## config.mk

```make
export PLATFORM = sky130hd
export DESIGN_NAME = stable_priority_queue_unit_flat
export DESIGN_NICKNAME = d
export VERILOG_FILES = /design/src/rtl/spq_pkg.sv /design/src/rtl/spq_if.sv /design/src/rtl/stable_priority_queue_unit.sv /design/src/rtl/spq_cell.sv /design/src/flat_wrapper.sv
export SDC_FILE = /design/constraint.sdc
export NUM_CORES = 1
export LEC_CHECK = 0
export BUFFER_PORTS_ARGS = -buffer_cell sky130_fd_sc_hd__buf_2
export CELL_PAD_IN_SITES_DETAIL_PLACEMENT = 2
export CELL_PAD_IN_SITES_GLOBAL_PLACEMENT = 2
export CORE_MARGIN = 5
export CORE_UTILIZATION = 39
export DETAILED_ROUTE_END_ITERATION = 12
export PLACE_DENSITY = 0.71
export SYNTH_ARGS = -nofsm -noshare
export SYNTH_HDL_FRONTEND = slang
export SYNTH_SLANG_ARGS = --single-unit
```

## constraint.sdc

```tcl
create_clock -name clk -period 8.1 [get_ports clk]
set_input_delay 1.62 -clock clk [delete_from_list [all_inputs] [get_ports clk]]
set_output_delay 1.62 -clock clk [all_outputs]
set_load 0.03 [all_outputs]
```

## src/rtl/spq_pkg.sv

```systemverilog
`timescale 1ns / 1ps

package spq_pkg;

    localparam int DEPTH     = 16;
    localparam int PRIO_BITS = 8;
    localparam int OCC_W     = $clog2(DEPTH + 1);
    localparam int PRIO_KEEP = (PRIO_BITS < 8) ? PRIO_BITS : 8;

    localparam logic [7:0] PRIO_MASK = 8'((9'd1 << PRIO_KEEP) - 9'd1);

    localparam logic CMD_ENQ = 1'b0;
    localparam logic CMD_DEQ = 1'b1;

    localparam logic [1:0] ST_OK    = 2'd0;
    localparam logic [1:0] ST_EMPTY = 2'd1;
    localparam logic [1:0] ST_FULL  = 2'd2;

    typedef struct packed {
        logic [15:0] id;
        logic [7:0]  prio;
    } spq_entry_t;

    typedef struct packed {
        logic        enq;
        logic        deq;
        spq_entry_t  ent;
    } spq_ctrl_t;

    typedef struct packed {
        logic        cmd;
        logic [15:0] thread_id;
        logic [7:0]  priority_req;
    } spq_req_t;

    typedef struct packed {
        logic [1:0]  status;
        logic        out_valid;
        logic [15:0] out_id;
        logic [7:0]  out_priority;
    } spq_rsp_t;

endpackage

```

## src/rtl/spq_if.sv

```systemverilog
`timescale 1ns / 1ps

interface spq_req_if;
    import spq_pkg::*;
    logic     valid;
    logic     ready;
    spq_req_t data;

    modport source (output valid, output data, input ready);
    modport sink   (input valid, input data, output ready);
endinterface

interface spq_rsp_if;
    import spq_pkg::*;
    logic     valid;
    logic     ready;
    spq_rsp_t data;

    modport source (output valid, output data, input ready);
    modport sink   (input valid, input data, output ready);
endinterface

```

## src/rtl/stable_priority_queue_unit.sv

```systemverilog
`timescale 1ns / 1ps

// Stable priority queue: a sorted row of DEPTH cells, front (most urgent,
// smallest priority value) in cell 0. An enqueue lands behind every stored
// entry of equal or more urgent priority, so equal priorities leave in
// arrival order; a dequeue returns the front entry. Every request transfer
// yields exactly one response: status ok, empty (dequeue with nothing
// stored) or full (enqueue dropped). For each request,
// every cell compares its priority against the broadcast request and
// either holds, loads the request, or shifts from its neighbor. The
// response is registered in the cycle after the request transfer;
// a new request is taken in every cycle in which that register is empty or
// being drained, so the sustained rate is one request per cycle and only
// back-pressure on the response side stalls it. Stored entries need no
// reset; an occupancy counter marks which cells hold data.
module stable_priority_queue_unit
    import spq_pkg::*;
(
    input  logic            clk,
    input  logic            rst_n,
    spq_req_if.sink         req,
    spq_rsp_if.source       rsp
);

    logic [OCC_W-1:0] occ_reg;
    logic [OCC_W-1:0] occ_next;
    logic             res_valid_reg;
    logic             res_valid_next;
    spq_rsp_t         res_reg;
    spq_rsp_t         res_next;

    logic             accept;
    logic             is_full;
    logic             is_empty;
    spq_ctrl_t        ctrl;

    spq_entry_t       cell_ent   [DEPTH];
    logic             cell_after [DEPTH];
    spq_entry_t       left_ent   [DEPTH];
    spq_entry_t       right_ent  [DEPTH];
    logic             left_after [DEPTH];
    logic             own_valid  [DEPTH];

    // Take a new request whenever the response register is free or draining.
    assign req.ready = !res_valid_reg || rsp.ready;
    assign accept    = req.valid && req.ready;
    assign is_full   = (occ_reg == OCC_W'(DEPTH));
    assign is_empty  = (occ_reg == '0);

    // Broadcast the request to all cells; a dropped or empty command does nothing.
    always_comb
    begin
        ctrl.enq      = accept && (req.data.cmd == CMD_ENQ) && !is_full;
        ctrl.deq      = accept && (req.data.cmd == CMD_DEQ) && !is_empty;
        ctrl.ent.id   = req.data.thread_id;
        ctrl.ent.prio = req.data.priority_req & PRIO_MASK;
    end

    // Neighbor wiring: cell 0 sees an always-after left side, the rear cell
    // holds its own entry on dequeue since it falls out of occupancy anyway.
    always_comb
    begin
        for (int i = 0; i < DEPTH; i++)
        begin
            own_valid[i] = (OCC_W'(i) < occ_reg);
            if (i == 0)
            begin
                left_ent[i]   = ctrl.ent;
                left_after[i] = 1'b1;
            end
            else
            begin
                left_ent[i]   = cell_ent[i-1];
                left_after[i] = cell_after[i-1];
            end
            if (i == DEPTH - 1)
            begin
                right_ent[i] = cell_ent[i];
            end
            else
            begin
                right_ent[i] = cell_ent[i+1];
            end
        end
    end

    for (genvar g = 0; g < DEPTH; g++)
    begin : g_cell
        spq_cell u_cell (
            .clk        (clk),
            .ctrl       (ctrl),
            .own_valid  (own_valid[g]),
            .left_after (left_after[g]),
            .left_ent   (left_ent[g]),
            .right_ent  (right_ent[g]),
            .ent        (cell_ent[g]),
            .after      (cell_after[g])
        );
    end

    // Occupancy and response generation.
    always_comb
    begin
        occ_next       = occ_reg;
        res_valid_next = res_valid_reg && !rsp.ready;
        res_next       = res_reg;
        if (ctrl.enq)
        begin
            occ_next = occ_reg + OCC_W'(1);
        end
        else if (ctrl.deq)
        begin
            occ_next = occ_reg - OCC_W'(1);
        end
        if (accept)
        begin
            res_valid_next         = 1'b1;
            res_next.status        = ST_OK;
            res_next.out_valid     = 1'b0;
            res_next.out_id        = '0;
            res_next.out_priority  = '0;
            if (req.data.cmd == CMD_DEQ)
            begin
                if (is_empty)
                begin
                    res_next.status = ST_EMPTY;
                end
                else
                begin
                    res_next.out_valid    = 1'b1;
                    res_next.out_id       = cell_ent[0].id;
                    res_next.out_priority = cell_ent[0].prio;
                end
            end
            else if (is_full)
            begin
                res_next.status = ST_FULL;
            end
        end
    end

    always_ff @(posedge clk or negedge rst_n)
    begin
        if (!rst_n)
        begin
            occ_reg       <= '0;
            res_valid_reg <= 1'b0;
        end
        else
        begin
            occ_reg       <= occ_next;
            res_valid_reg <= res_valid_next;
        end
    end

    // Payload register: no reset needed.
    always_ff @(posedge clk)
    begin
        res_reg <= res_next;
    end

    assign rsp.valid = res_valid_reg;
    assign rsp.data  = res_reg;

    // Every transfer in leaves a response waiting in the next cycle.
    a_resp_follows: assert property (@(posedge clk) disable iff (!rst_n)
        accept |=> res_valid_reg)
        else $error("response missing after request transfer");

    // Accepted enqueue grows the queue by one.
    a_enq_count: assert property (@(posedge clk) disable iff (!rst_n)
        ctrl.enq |=> (occ_reg == $past(occ_reg) + OCC_W'(1)))
        else $error("occupancy did not grow on enqueue");

    // Occupancy never exceeds the row length.
    a_occ_bound: assert property (@(posedge clk) disable iff (!rst_n)
        occ_reg <= OCC_W'(DEPTH))
        else $error("occupancy beyond depth");

    // Front two entries stay in priority order.
    a_sorted: assert property (@(posedge clk) disable iff (!rst_n)
        (occ_reg >= OCC_W'(2)) |-> (cell_ent[0].prio <= cell_ent[1].prio))
        else $error("front entries out of order");

    // Empty and full responses never carry an entry.
    a_status_clean: assert property (@(posedge clk) disable iff (!rst_n)
        (res_valid_reg && (res_reg.status != ST_OK)) |-> !res_reg.out_valid)
        else $error("error response carries an entry");

endmodule

```

## src/rtl/spq_cell.sv

```systemverilog
`timescale 1ns / 1ps

module spq_cell
    import spq_pkg::*;
(
    input  logic       clk,
    input  spq_ctrl_t  ctrl,
    input  logic       own_valid,
    input  logic       left_after,
    input  spq_entry_t left_ent,
    input  spq_entry_t right_ent,
    output spq_entry_t ent,
    output logic       after
);

    spq_entry_t ent_reg;
    spq_entry_t ent_next;

    // new entry goes behind this cell when this one is equal or more urgent
    assign after = own_valid && (ent_reg.prio <= ctrl.ent.prio);
    assign ent   = ent_reg;

    always_comb
    begin
        ent_next = ent_reg;
        if (ctrl.enq && !after)
        begin
            ent_next = left_after ? ctrl.ent : left_ent;
        end
        else if (ctrl.deq)
        begin
            ent_next = right_ent;
        end
    end

    always_ff @(posedge clk)
    begin
        ent_reg <= ent_next;
    end

endmodule
```

## src/flat_wrapper.sv

```systemverilog
// flat-port wrapper written by rule: the top's interface ports become plain ports
module stable_priority_queue_unit_flat import spq_pkg::*;
  (clk, rst_n, req_valid, req_data, req_ready, rsp_valid, rsp_data, rsp_ready);
  spq_req_if req_i ();
  spq_rsp_if rsp_i ();
  input  logic clk;
  input  logic rst_n;
  input wire logic [$bits(req_i.valid)-1:0] req_valid;
  input wire logic [$bits(req_i.data)-1:0] req_data;
  output wire logic [$bits(req_i.ready)-1:0] req_ready;
  output wire logic [$bits(rsp_i.valid)-1:0] rsp_valid;
  output wire logic [$bits(rsp_i.data)-1:0] rsp_data;
  input wire logic [$bits(rsp_i.ready)-1:0] rsp_ready;
  assign req_i.valid = req_valid;
  assign req_i.data = req_data;
  assign req_ready = req_i.ready;
  assign rsp_valid = rsp_i.valid;
  assign rsp_data = rsp_i.data;
  assign rsp_i.ready = rsp_ready;
  stable_priority_queue_unit u_core (.clk(clk), .rst_n(rst_n), .req(req_i), .rsp(rsp_i));
endmodule
```

==> metrics.yaml <==
pwr:
  total_switching_power_w: 0.003011
  max_ir_drop_vdd_v: 0.0001635
  pwr-share-comb_pct: 33.7
  p_int_w: 0.005586
  sw_ratio_pct: 35.02
  clock_power_share_pct: 27.4
  leakagePower_nw: 10.66
  power.density_nw_per_um2: 322.1
  pwr-share-seq_pct: 38.9
  post-layout-total-power_w: 0.008597
sta:
  setup_viol: 0
  worst-slew-pin-transition_ps: 1290
  timing_hold_violations_final: 0
  max-slew-margin-rel_pct: 13.99
  timing.fmax_ghz: 0.1912
  unrepaired_setup_endpoints_after_global_routing: "no"
  post-route-period-util_pct: 64.56
  clock_skews_ps: 30.16
  maxSlewViolCount: 0
  layout_min_cycle_time_ps: 5229
  finalSetupTns_ps: 0
finish:
  final.fill_count: 6096
  syn_to_final_growth_pct: 11.69
  diodes_inserted: 0
  largest_reg_flops: 384
  finalNetCount: 2237
  layout-drive-gt1-share_pct: 13.89
clock_tree:
  cts_hold_buf: 0
  cts.clk_slew.worst_paths_ps: 60
  cts_setup_buffers: 0
  tritoncts.num_buffers: 49
  clk_path_buf_depth: 3
  clock-sinks: 417
  clk_root_buffer_cell: "clkbuf_16"
  clk-insertion-delay-late_ps: 610
  tritoncts: "built"
  number_of_levels_in_the_clock_h_tree: 2
  post_cts_resized: 0
critical_path:
  setup.worst_path.end_class: "flip-flop"
  timing.setup.critical_path_class: "in2reg"
  critPathRequiredTime_ps: 8160
  worstSetupStartpointType: "primary input"
  reg2reg_slack_ps: 4200
  regToRegStartpoint: "u_core.occ_reg[1]"
  cp_data_arrival_time_ps: 5290
  worst-path-max-fanout: 49
  critPathLaunch: "req_data[6]"
synthesis:
  synthesis.area_per_instance_um2: 11.57
  mappedNetlistNets: 2227
  muxShareOfSynthArea_pct: 18.05
  netlist_top_cells_area: "edfxtp_1 52%, mux2i_1 13%, ha_1 6.9%"
  synth_simple_gate_area_share_pct: 8.922
  ys.flop_type: "edfxtp_1"
  syn_area_um2: 23900
  post_synth_fa_ha_maj_area_fraction_pct: 6.911
  synth_largest_type_area_fraction_pct: 51.65
  yosysSeqAreaShare_pct: 52.27
  synth-warning-count: 0
  synth_cell_type_count: 62
  synth-xor-area-share_pct: 0.1466
  synth.top_cells.by_count: "411 x edfxtp_1, 312 x mux2i_1, 278 x nand2_1"
  synth_top_area_cell: "edfxtp_1"
  synth_edf_count: 411
  synth.ff_latch_count: 417
  synth-compound-area-share_pct: 10.39
  synth_top_family_by_area: "multiplexers"
  post-synth-top-count-cell: "edfxtp_1"
  synthArstFlopShare_pct: 1.439
  syn_inst: 2066
global_route:
  global_route.overflow_total: 0
  via_count_of_the_first_global_routing_pass: 19210
  grt_start_max_net_pins: 50
  grt_util_all_layers_pct: 20.64
  grt_first_pass_wirelength_um: 110800
  grt_antenna_before_repair: 1
detailed_routing:
  finalWirelength_um: 69450
  drc: 0
  drt_iter0_markers: 880
  routed-via-count: 16480
  vias_per_cell: 5.688
  dr.pass1.iters: 5
  wl_per_cell_um: 23.96
  drtAntennaViolNets: 0
placed_design:
  dp_hpwl_um: 49500
  numPortBuffers: 57
  gp_routability_congestion: 0.8311
floorplanning:
  floorplan.die_area_um2: 66320
  initial_utilization_pct: 39.52
  floorplan.die.height_um: 257.5
  placementRows: 90
  floorplan.io_pins: 58
  dieWidth_um: 257.5
  core_footprint_um2: 60470
hold_path:
  timing.hold.worst.start: "u_core.g_cell[15].u_cell.ent[17]"
  hold_path_class: "reg2reg"
run:
  maxCapViolations: 0
run_status:
  status: "completed"
## power groups by stage
stage	sequential (W)	clock (W)	combinational [W]
after floorplan	0.00322	0	0.00218
after global placement	0.00337	0	0.00274
after detailed placement	0.00339	0	0.00289
after CTS	0.00335	0.00242	0.00293
after global routing	0.00339	0.00251	0.00319
final	0.00335	0.00235	0.00290
## routing by layer
metal  vias up  GRT usage [%]  share of wire (%)
li1       7691              -                  -
met1      8545          26.91                 45
met2       166          37.38                 51
met3        80          2.315                2.2
met4         2          4.212                1.7
met5         -              0              0.019
## stage by stage
| step | utilization, % | instance area, um2 | worst slack, ps | cells | hold slack, ps |
|---|---|---|---|---|---|
| floorplan | - | 23900 | 2306 | 2066 | 516.0 |
| global route | 44.14 | 26690 | 2547 | 2898 | 566.5 |
| global placement | 41.36 | 25010 | 2350 | 2807 | 529.3 |
| detailed placement | 41.36 | 25010 | 2170 | 2807 | 540.0 |
| CTS | 44.14 | 26690 | 2792 | 2898 | 554.0 |
| finish | 44.14 | 26690 | 2871 | 2898 | 550.7 |
## cells in the final DEF (no fill, tap or decap), types with 9 or more instances in the layout
cell / n
a21oi_1: 139
and2_1: 29
buf_2: 57
buf_4: 43
bufinv_16: 9
clkbuf_1: 9
clkbuf_16: 49
clkinv_1: 13
edfxtp_1: 411
ha_1: 132
inv_1: 30
mux2_2: 55
mux2_4: 38
mux2i_1: 312
nand2_1: 278
nand2b_1: 14
nand4_1: 22
nor2_1: 84
nor2b_1: 17
o211ai_1: 16
o21ai_0: 253
## path summary, 6_finish.rpt
| kind | cells after the start | to |
|---|---|---|
| worst max-delay path | 8 | u_core.g_cell[13].u_cell.ent[22] |
| worst min-delay path | 1 | u_core.g_cell[14].u_cell.ent[17] |
| worst max register to register | 7 | u_core.g_cell[13].u_cell.ent[22] |
| worst min register to register | 1 | u_core.g_cell[14].u_cell.ent[17] |
| max in group asynchronous | 1 | u_core.occ_reg[2] |
| min in group asynchronous | 1 | u_core.occ_reg[1] |
## cell families (layout without fill, tap and decap cells)
logic type	Yosys count	count (layout)
AOI/OAI and AO/OA	460	460
xor gates and xnor gates	4	4
adders and majority gates	132	132
buffers and inverters	171	221
DFF	417	417
muxes	405	405
and+or+nand+nor	477	477
## cell type report
cell class	count	area [um2]	area share [%]
clock inverter	33	420.4	1.575
tap	782	978.4	3.666
inverter	30	112.6	0.4219
multi-input combinational	1478	10820	40.54
clock buffer	58	1260	4.721
timing repair buffer	100	608.1	2.278
sequential	417	12490	46.80
## worst max-delay path: stages
cell and delay [ps]:
buf_2 370, inv_1 480, ha_1 460, nand2_1 90
or3b_4 420, a21oi_4 160, a21o_2 690, nand2_1 940
Note: power is estimated with default switching activity, not from simulation.
